## src/rtl/shrp_queue.sv

```systemverilog
// Two-entry command queue between the front end and the back end.
module shrp_queue #(
  parameter int DATA_W = 8
) (
  input  logic              clk,
  input  logic              rst,
  input  logic              push,
  input  logic [DATA_W-1:0] push_data,
  output logic              full,
  output logic              head_valid,
  output logic [DATA_W-1:0] head_data,
  input  logic              pop
);
  localparam int DEPTH = 2;
  localparam int CW    = $clog2(DEPTH + 1);

  logic [DATA_W-1:0] slot [DEPTH];
  logic              wr_ptr;
  logic              rd_ptr;
  logic [CW-1:0]     count;

  assign full       = count == CW'(DEPTH);
  assign head_valid = count != '0;
  assign head_data  = slot[rd_ptr];

  always_ff @(posedge clk) begin
    if (push) begin
      slot[wr_ptr] <= push_data;
    end
  end

  always_ff @(posedge clk) begin
    if (rst) begin
      wr_ptr <= 1'b0;
      rd_ptr <= 1'b0;
      count  <= '0;
    end else begin
      if (push) begin
        wr_ptr <= !wr_ptr;
      end
      if (pop) begin
        rd_ptr <= !rd_ptr;
      end
      if (push && !pop) begin
        count <= count + CW'(1);
      end else if (pop && !push) begin
        count <= count - CW'(1);
      end
    end
  end

endmodule

```

## config.mk

```make
export PLATFORM = sky130hd
export DESIGN_NAME = shrp_queue
export DESIGN_NICKNAME = d
export VERILOG_FILES = /design/src/rtl/shrp_queue.sv
export SDC_FILE = /design/constraint.sdc
export NUM_CORES = 1
export LEC_CHECK = 0
export BUFFER_PORTS_ARGS = -buffer_cell sky130_fd_sc_hd__buf_2
export CORE_MARGIN = 1
export CORE_UTILIZATION = 41
export CTS_BUF_LIST = sky130_fd_sc_hd__clkbuf_8
export DETAILED_ROUTE_END_ITERATION = 8
export HOLD_SLACK_MARGIN = 0.1
export PLACE_DENSITY = 0.65
export SYNTH_ARGS = -nofsm -noshare
export SYNTH_HDL_FRONTEND = slang
export SYNTH_SLANG_ARGS = --single-unit
```

## constraint.sdc

```tcl
create_clock -name clk -period 1.4 [get_ports clk]
set_input_delay 0.07 -clock clk [delete_from_list [all_inputs] [get_ports clk]]
set_output_delay 0.07 -clock clk [all_outputs]
set_load 0.1 [all_outputs]
```

==> impl_results.md <==
- Final layout net count: 95
- Required time worst endpoint: 1.33 ns
- LEAKAGE: 0.4386 nW
- Maximum number of pins on one net before global-route repair: 12
- Power per unit of standard cell area: 1444 nW/um^2
- Die Footprint: 2095 sq um
- Post-detailed-routing wire length: 1.197 mm
- Clock Skews: 0.001435 ns
- Sw Share: 0.3368
- Sum of net half-perimeters after detailed placement: 831.1 um
- Initial Util: 0.4454
- Number of sinks driven by the clock tree: 21
- Normalized max-slew margin: 0.6807
- Maximum vdd ir drop: 0.9991 mV
- # port buffers: 21
- Synthesis Warnings: 0
- Unrepaired setup endpoints after global routing: false
- Type of element launching the critical path: flip-flop
- H-tree level count: 1
- Kind of path behind the tightest hold check: in2reg
- Count of antenna-violating nets left after detailed routing: 0
- Final GP Congestion: 0.5970
- Wire length of the first global-routing pass: 1.773 mm
- Total I/O pin count: 22
- Max clock buf depth: 2
- Synth cell types: 16
- Share of power burned in the clock network: 0.233
- Fin. max-slew vios: 0
- Final setup violation count: 0
- Grt ovf: 0
- Period Utilization, post-route: 0.9290
- Fmax: 0.7689 GHz
- Clock Pin Slew Worst Setup and Hold Paths: 0.07 ns
- Max FO, Critical Path: 8
- Post-Synthesis Cell Area: 785.8 sq um
- Internal power: 1.038 mW
- Slew @ Worst Pin: 0.4823 ns
- Yosys reg bits: 21
- Remaining DRCs: 0
- Antenna violations before repair: 0
- Total Neg Setup Slack: 0 ns
- Worst Setup Path Type: reg2out
- Insertion delay of the later-clocked pin in the worst-skew pair: 0.25 ns
- WL/cell: 11.29 um
- Synthesis-to-finish area growth: 37.90%
- Floorplan Core Area: 1764 sq um
- Cell Rows: 15
- Total routing usage reported by global routing: 0.1351
- Via count of the routed design: 460
- Arrival time of the worst setup path: 1.23 ns
- Share of the yosys chip area belonging to registers: 0.7389
- Share of layout cells above drive strength 1: 0.4444
- DIE WIDTH: 45.78 um
- Iter 0 DRT Violations: 1
- Chip Height: 45.78 um
- Synthesized Nets: 60
- Post-synthesis instance total: 47
- Clock root buffer: sky130_fd_sc_hd__clkbuf_8
- Number of global-route vias before repair: 432
- Run status: completed
- Share of the core filled with cells in the final layout: 0.6142
- Count of max-cap constraint violations: 0
- Vias per std cell: 4.340
- 1st-pass router iterations: 3
- Hold Path Cell Cnt: 3
- Sequential Power Share: 0.478
- Number of cell instances on the worst register-to-register path: 1
- Count of antenna diodes in the layout: 0
- Clock tree from TritonCTS: built
- Net switching power of the design: 526.8 uW
- Number of buffers inserted during clock tree synthesis: 3
- Combinational cell fraction of total power: 0.289
- Hold Fails Final Rpt: 0
- Average instance area after synthesis: 16.72 sq um
- Hold slack final: 0.1013 ns
- Type of destination of the critical path: primary output
- Post-layout minimum cycle time: 1.301 ns
-- stage by stage --
step                      power (mW)  area [sq um]  setup slack (ns)  instances
after floorplan                1.111         785.8            0.3123         47
after global placement         1.175         924.6            0.1322         93
after detailed placement       1.181         924.6            0.1389         93
after CTS                      1.578          1081           0.03788        106
after global routing           1.621          1084           0.04603        106
final                          1.564          1084           0.09939        106
-- state kept, by name (all words and copies together), names as in the netlist, named ones only --
name and cells:
count 2, wr_ptr 1, slot 16, rd_ptr 1
-- worst max-delay path, cell delays in order, from the launching register on --
cell and delay [ns]:
sky130_fd_sc_hd__dfxtp_4 0.41, sky130_fd_sc_hd__mux2_2 0.34, sky130_fd_sc_hd__buf_4 0.23
-- cells by family after synthesis --
family	after synthesis	share of synthesized area
adders and majority gates	1	0.01592
buffers and inverters	2	0.01114
muxes	8	0.1147
AOI/OAI and AO/OA	2	0.01273
xor gates and xnor gates	4	0.04459
and+or+nand+nor	9	0.06212
DFF	21	0.7389
-- final timing paths --
check	startpoint	end	slack, ns
min	pop	rd_ptr$_SDFFE_PP0P_	0.10
max	flip-flop	head_data[3]	0.1
max reg2reg	wr_ptr$_SDFFE_PP0P_	slot[1][6]$_DFFE_PP_	0.33
min reg2reg	count[1]$_SDFFE_PP0P_	count[1]$_SDFFE_PP0P_	0.50
-- synth_stat cells (all sizes together) --
cell type | n | share of area
buf | 1 | 0.0064
or2 | 1 | 0.0080
and2b | 1 | 0.011
or3 | 1 | 0.0080
xnor2 | 2 | 0.022
nor2 | 4 | 0.019
and2 | 1 | 0.0080
ha | 1 | 0.016
edfxtp | 16 | 0.61
mux2 | 8 | 0.11
nor2b | 1 | 0.0080
o21ai | 1 | 0.0064
a21oi | 1 | 0.0064
inv | 1 | 0.0048
dfxtp | 5 | 0.13
xor2 | 2 | 0.022
-- repair_timing --
action,4_1_cts,5_1_grt
endpoints found under the setup margin,8,5
hold endpoints to repair,21,0
gates cloned,0,0
resized for setup,9,1
setup buffers,0,0
hold buffers,9,0
-- metal layers --
metal	vias up	GRT usage	wire length [um]
met1	208	0.1351	496
met4	0	0.1059	18
met5	-	0	0
li1	236	-	-
met2	14	0.2314	624
met3	2	0.03968	58
-- power by group through the flow --
stage / clock (mW) / combinational [mW] / sequential [mW]
5_1_grt: 0.398 / 0.470 / 0.754
2_1_floorplan: 0 / 0.364 / 0.747
3_5_place_dp: 0 / 0.419 / 0.762
3_3_place_gp: 0 / 0.416 / 0.758
6_report: 0.364 / 0.453 / 0.747
4_1_cts: 0.373 / 0.456 / 0.749
-- cell usage in the layout, fill, tap and decap left out --
| cell | count |
|---|---|
| sky130_fd_sc_hd__buf_2 | 13 |
| sky130_fd_sc_hd__nor2b_1 | 1 |
| sky130_fd_sc_hd__dfxtp_4 | 1 |
| sky130_fd_sc_hd__dlygate4sd3_1 | 9 |
| sky130_fd_sc_hd__dfxtp_1 | 4 |
| sky130_fd_sc_hd__ha_1 | 1 |
| sky130_fd_sc_hd__nor2_1 | 4 |
| sky130_fd_sc_hd__clkbuf_8 | 3 |
| sky130_fd_sc_hd__a21oi_1 | 1 |
| sky130_fd_sc_hd__o21ai_0 | 1 |
| sky130_fd_sc_hd__or3_1 | 1 |
| sky130_fd_sc_hd__edfxtp_1 | 16 |
| sky130_fd_sc_hd__buf_4 | 9 |
| sky130_fd_sc_hd__mux2_2 | 8 |
| sky130_fd_sc_hd__inv_1 | 2 |
| sky130_fd_sc_hd__or2_2 | 1 |
| sky130_fd_sc_hd__xor2_1 | 2 |
| sky130_fd_sc_hd__and2_1 | 1 |
| sky130_fd_sc_hd__xnor2_1 | 2 |
| sky130_fd_sc_hd__and2b_2 | 1 |
-- area by class of cell --
| type | instances | area, sq um |
|---|---|---|
| tap | 25 | 31.28 |
| sequential | 21 | 584.3 |
| multi-input combinational | 24 | 196.4 |
| fill | 159 | 680.7 |
| timing repair buffer | 31 | 222.7 |
| clock buffer | 3 | 41.29 |
| inverter | 1 | 3.754 |
| clock inverter | 1 | 3.754 |
No activity file was read; power rests on OpenSTA's default activity.
