## src/rtl/shrp_pkg.sv

```systemverilog
// Shared types and constants for the 3x3 RGB sharpen filter.
package shrp_pkg;

  localparam int CFG_INDEX_W    = 1;
  localparam int CFG_DATA_W     = 13;
  localparam int IMAGE_WIDTH_W  = 11;
  localparam int IMAGE_HEIGHT_W = 13;

  localparam logic [CFG_INDEX_W-1:0] REG_IMAGE_WIDTH  = 1'b0;
  localparam logic [CFG_INDEX_W-1:0] REG_IMAGE_HEIGHT = 1'b1;

  typedef enum logic {
    REQ_PIXEL = 1'b0,
    REQ_DRAIN = 1'b1
  } req_type_t;

  // Red sits in the lowest byte, matching the stream data layout.
  typedef struct packed {
    logic [7:0] blue;
    logic [7:0] green;
    logic [7:0] red;
  } rgb_t;

  typedef struct packed {
    logic emit;
    logic edge_col;
    logic top;
    logic bottom;
    logic left_clamp;
    logic last;
  } cmd_flags_t;

endpackage

```

## src/rtl/shrp_front.sv

```systemverilog
// Front end: frame position tracking, item classification and configuration.
module shrp_front #(
  parameter int MAX_WIDTH  = 1024,
  parameter int MAX_HEIGHT = 4096,
  parameter int XW = 10
) (
  input  logic                            clk,
  input  logic                            rst,
  input  logic                            cfg_we,
  input  logic [shrp_pkg::CFG_INDEX_W-1:0] cfg_index,
  input  logic [shrp_pkg::CFG_DATA_W-1:0]  cfg_data,
  input  logic                            in_valid,
  output logic                            in_ready,
  input  shrp_pkg::req_type_t             in_req,
  input  shrp_pkg::rgb_t                  in_pix,
  input  logic                            q_full,
  output logic                            push,
  output logic [XW-1:0]                   push_addr,
  output shrp_pkg::cmd_flags_t            push_flags,
  output shrp_pkg::rgb_t                  push_pix
);
  import shrp_pkg::*;

  localparam int WW = $clog2(MAX_WIDTH + 1);
  localparam int HW = $clog2(MAX_HEIGHT + 1);
  localparam int YW = $clog2(MAX_HEIGHT + 2);

  logic [XW-1:0] col;
  logic [YW-1:0] row;
  logic [WW-1:0] width_eff;
  logic [HW-1:0] height_eff;

  logic [WW-1:0] col_inc;
  logic          col_wrap;
  logic [YW-1:0] height_ext;
  logic [YW-1:0] height_plus1;
  logic          rows_done;
  logic          item_ok;
  logic          edge_emit;
  logic          centre_emit;
  logic [31:0]   wr_width;
  logic [31:0]   wr_height;
  logic [31:0]   width_clamped;
  logic [31:0]   height_clamped;

  always_comb begin
    in_ready     = !q_full;
    col_inc      = WW'(col) + WW'(1);
    col_wrap     = col_inc >= width_eff;
    height_ext   = YW'(height_eff);
    height_plus1 = height_ext + YW'(1);
    rows_done    = row >= height_ext;
    item_ok      = (in_req == REQ_PIXEL) ? !rows_done : rows_done;
    push         = in_valid && in_ready && item_ok;
    edge_emit    = (col == '0) && (row >= YW'(2));
    centre_emit  = (col != '0) && (row != '0);

    push_addr             = col;
    push_pix              = (in_req == REQ_PIXEL) ? in_pix : '0;
    push_flags.emit       = edge_emit || centre_emit;
    push_flags.edge_col   = edge_emit;
    push_flags.top        = edge_emit ? (row == YW'(2)) : (row == YW'(1));
    push_flags.bottom     = edge_emit ? (row >= height_plus1) : rows_done;
    push_flags.left_clamp = edge_emit ? (width_eff == WW'(1)) : (col == XW'(1));
    push_flags.last       = edge_emit && (row == height_plus1);

    wr_width  = 32'(cfg_data[IMAGE_WIDTH_W-1:0]);
    wr_height = 32'(cfg_data[IMAGE_HEIGHT_W-1:0]);
    if (wr_width == 32'd0) begin
      width_clamped = 32'd1;
    end else if (wr_width > 32'(MAX_WIDTH)) begin
      width_clamped = 32'(MAX_WIDTH);
    end else begin
      width_clamped = wr_width;
    end
    if (wr_height == 32'd0) begin
      height_clamped = 32'd1;
    end else if (wr_height > 32'(MAX_HEIGHT)) begin
      height_clamped = 32'(MAX_HEIGHT);
    end else begin
      height_clamped = wr_height;
    end
  end

  always_ff @(posedge clk) begin
    if (rst) begin
      col        <= '0;
      row        <= '0;
      width_eff  <= WW'(1);
      height_eff <= HW'(1);
    end else if (cfg_we) begin
      case (cfg_index)
        REG_IMAGE_WIDTH: begin
          width_eff <= width_clamped[WW-1:0];
          col       <= '0;
          row       <= '0;
        end
        REG_IMAGE_HEIGHT: begin
          height_eff <= height_clamped[HW-1:0];
          col        <= '0;
          row        <= '0;
        end
        default: begin
        end
      endcase
    end else if (push) begin
      if (push_flags.last) begin
        col <= '0;
        row <= '0;
      end else if (col_wrap) begin
        col <= '0;
        row <= row + YW'(1);
      end else begin
        col <= col_inc[XW-1:0];
      end
    end
  end

endmodule

```

## config.mk

```make
export PLATFORM = sky130hd
export DESIGN_NAME = shrp_front
export DESIGN_NICKNAME = d
export VERILOG_FILES = /design/src/rtl/shrp_pkg.sv /design/src/rtl/shrp_front.sv
export SDC_FILE = /design/constraint.sdc
export NUM_CORES = 1
export LEC_CHECK = 0
export BUFFER_PORTS_ARGS = -buffer_cell sky130_fd_sc_hd__buf_2
export CORE_ASPECT_RATIO = 0.9
export CORE_UTILIZATION = 25
export DETAILED_ROUTE_END_ITERATION = 8
export PLACE_DENSITY = 0.47
export SYNTH_ARGS = -nofsm -noshare
export SYNTH_HDL_FRONTEND = slang
export SYNTH_SLANG_ARGS = --single-unit
export TNS_END_PERCENT = 5
```

## constraint.sdc

```tcl
create_clock -name clk -period 4.2 [get_ports clk]
set_input_delay 0.42 -clock clk [delete_from_list [all_inputs] [get_ports clk]]
set_output_delay 0.42 -clock clk [all_outputs]
set_load 0.01 [all_outputs]
```

==> metrics.txt <==
hold buffers post-CTS 0; Hold Slack 403 ps; Initial Utilization between 20% and 30%; dpl cells 726; H-tree depth 2; Root Buffer clkbuf_16; # diodes 0; Tmin final 3640 ps; run status finished clean; Hold EP height_eff[6]$_SDFFE_PP0P_; worst min path class input pin to register; 1st-pass router iterations 4; total track usage about 14%; Reg clk slew, reported paths 60 ps; Post-synth top flop dfxtp_1; CTS max path bufs 2; CTS Buf Count 5; Max Clock Skew ~8.3 ps; Critical Path Fanout Max 9; syn_area_per_cell 7.85 um^2; VDD IR max 0.209 mV; Nets 628; clock sinks 47; power density over cell area around 260 nW/um^2; Max Fclk 275 MHz; Routed Antenna Nets 0; die height 117 um; Final Hold Fails 0; RSZ-0062 raised after global routing no; Final setup viols 0; ratio of cells with drive above 1 in the final layout roughly a fifth; Residual DRC 0; synth unique cells 52; post-synthesis sequential area ratio 25.6%; dpl hpwl 8190 um; Ys Warns 0; Layout Area Growth over Synthesis 20.9%; Mapped Area approximately 3700 um^2; worst slew pin tran approximately 1100 ps; routed len/inst 14.2 um; commonest non-fill, non-tap cell in the layout buf_2; GPL Wtd Cong 0.806; Detailed Route WL between 10,000 and 15,000 um; R2R Path End row[11]$_SDFFE_PP0P_; Critical R2R Launch height_eff[2]$_SDFFE_PP0P_; io pins 86; most frequent cells in the layout buf_2, nor2_1, dfxtp_1; largest net degree at the start of global routing 31; synthesized net count 556; via count 3,568; TNS Setup 0 ps; share of async-settable or async-resettable flops after synthesis 0%; Core Region 14,200 um^2; die area 15,200 um^2; DR vias/cell 4.86; Setup Fix Bufs, Post-CTS 0; later-pin clock latency in the skew report 290 ps; R2R cell count 14; Worst EP arrival 3220 ps; Post-synth EDFFs 0; crit share post-route 86.6%; CP startpoint kind register; # rows 41; LEAKAGE 1.88 nW; min-delay src cfg_data[6]; CTS tree built; Worst R2R Setup Slack 570 ps; WHS Path Cells 3; Non-Filler Instances 734; Max-Cap Viols 0; # port buffers 85; Crit. End Element output pin; max-slew violation count 0; Max-Slew Margin vs Limit about 29%; GR Overflow Total 0; first-pass GRT wire length ~17,000 um; worst setup path class register to output pin; Critical Path RT 3780 ps; vias in the first global route 3,258; Syn Inst Count 468; die width 130 um; Yosys reg bits 47; post-cts resize count 0; Filler cells 1,564; Detailed Route Iter0 Violations 124; initial antenna violation count 0
[through the flow]
step	cell area (um^2)	util (%)	setup slack (ps)	power (mW)
after floorplan	3670	-	1070	0.598
after global placement	4250	30.0	733	0.660
after detailed placement	4250	30.0	576	0.662
after CTS	4440	31.4	539	1.18
after global routing	4440	31.4	239	1.22
final	4440	31.4	565	1.17
[where the power goes]
part | switching (mW) | internal [mW] | total [mW]
Combinational | 0.113 | 0.0737 | 0.186
Sequential | 0.0104 | 0.454 | 0.464
Clock | 0.176 | 0.342 | 0.517
Total | 0.298 | 0.869 | 1.17
[cell type report]
cell class	count	area, um^2	area share [%]
inverters	34	128	2.87
clock inverters	2	60.1	1.35
flip-flops and latches	47	941	21.2
well taps	193	241	5.44
multi-input cells	366	2510	56.5
clock buffers	6	129	2.90
repair buffers	86	433	9.75
[cell families after synthesis]
kind of cell	synth area share, %
AO/OA/AOI/OAI	19.3
XOR/XNOR	4.77
adder cells (fa/ha/maj)	15.5
buffers and inverters	6.17
flip-flops	25.6
multiplexers	1.09
AND/OR/NAND/NOR	27.5
[synth_stat cells, types with 6 or more instances]
cell / instances / area [um^2]
nor2_1: 48 / 180
nand4_1: 9 / 56.3
ha_1: 44 / 551
or3_1: 7 / 43.8
inv_1: 33 / 124
nor4_1: 7 / 43.8
nand3_1: 21 / 105
dfxtp_1: 47 / 941
xnor2_1: 16 / 140
o21ai_0: 16 / 80.1
a21o_1: 9 / 67.6
a22oi_1: 10 / 75.1
nor2b_1: 29 / 181
clkbuf_1: 17 / 63.8
a21oi_1: 40 / 200
nor3_1: 6 / 30.0
nor3b_1: 12 / 90.1
nand2_1: 30 / 113
[worst max-delay path by stage]
stage / from / to / slack (ps) / cells after the start
2_1_floorplan: height_eff[2]$_SDFFE_PP0P_ / row[12]$_SDFFE_PP0P_ / 1070 / 14
3_3_place_gp: height_eff[2]$_SDFFE_PP0P_ / row[11]$_SDFFE_PP0P_ / 730 / 14
3_5_place_dp: height_eff[2]$_SDFFE_PP0P_ / row[11]$_SDFFE_PP0P_ / 580 / 14
4_1_cts: height_eff[2]$_SDFFE_PP0P_ / push_flags[2] / 540 / 13
5_1_grt: height_eff[2]$_SDFFE_PP0P_ / row[11]$_SDFFE_PP0P_ / 240 / 14
6_report: height_eff[2]$_SDFFE_PP0P_ / push_flags[0] / 560 / 12
[worst max-delay path, cell delays in order (launching register included)]
cell      delay (ps)
dfxtp_1          400
inv_1             90
nor3_1           240
nand3_1          180
nor2_1           180
nand4_1          130
xnor2_1          160
ha_1             300
nand4_1          210
nor4_4           400
o311ai_4         240
inv_2            220
buf_2            170
[registers in the layout (all words and copies together) (netlist names)]
| signal | flops |
|---|---|
| width_eff | 11 |
| push_addr | 10 |
| height_eff | 13 |
| row | 13 |
[layer usage]
metal / up-vias / wire length [um] / GRT usage [%]
met5: - / 0 / 0
met4: 0 / 131 / 4.11
met3: 7 / 275 / 1.73
met2: 62 / 5080 / 24.0
met1: 1693 / 4950 / 18.7
li1: 1806 / - / -
(Power assumes the default switching activity.)
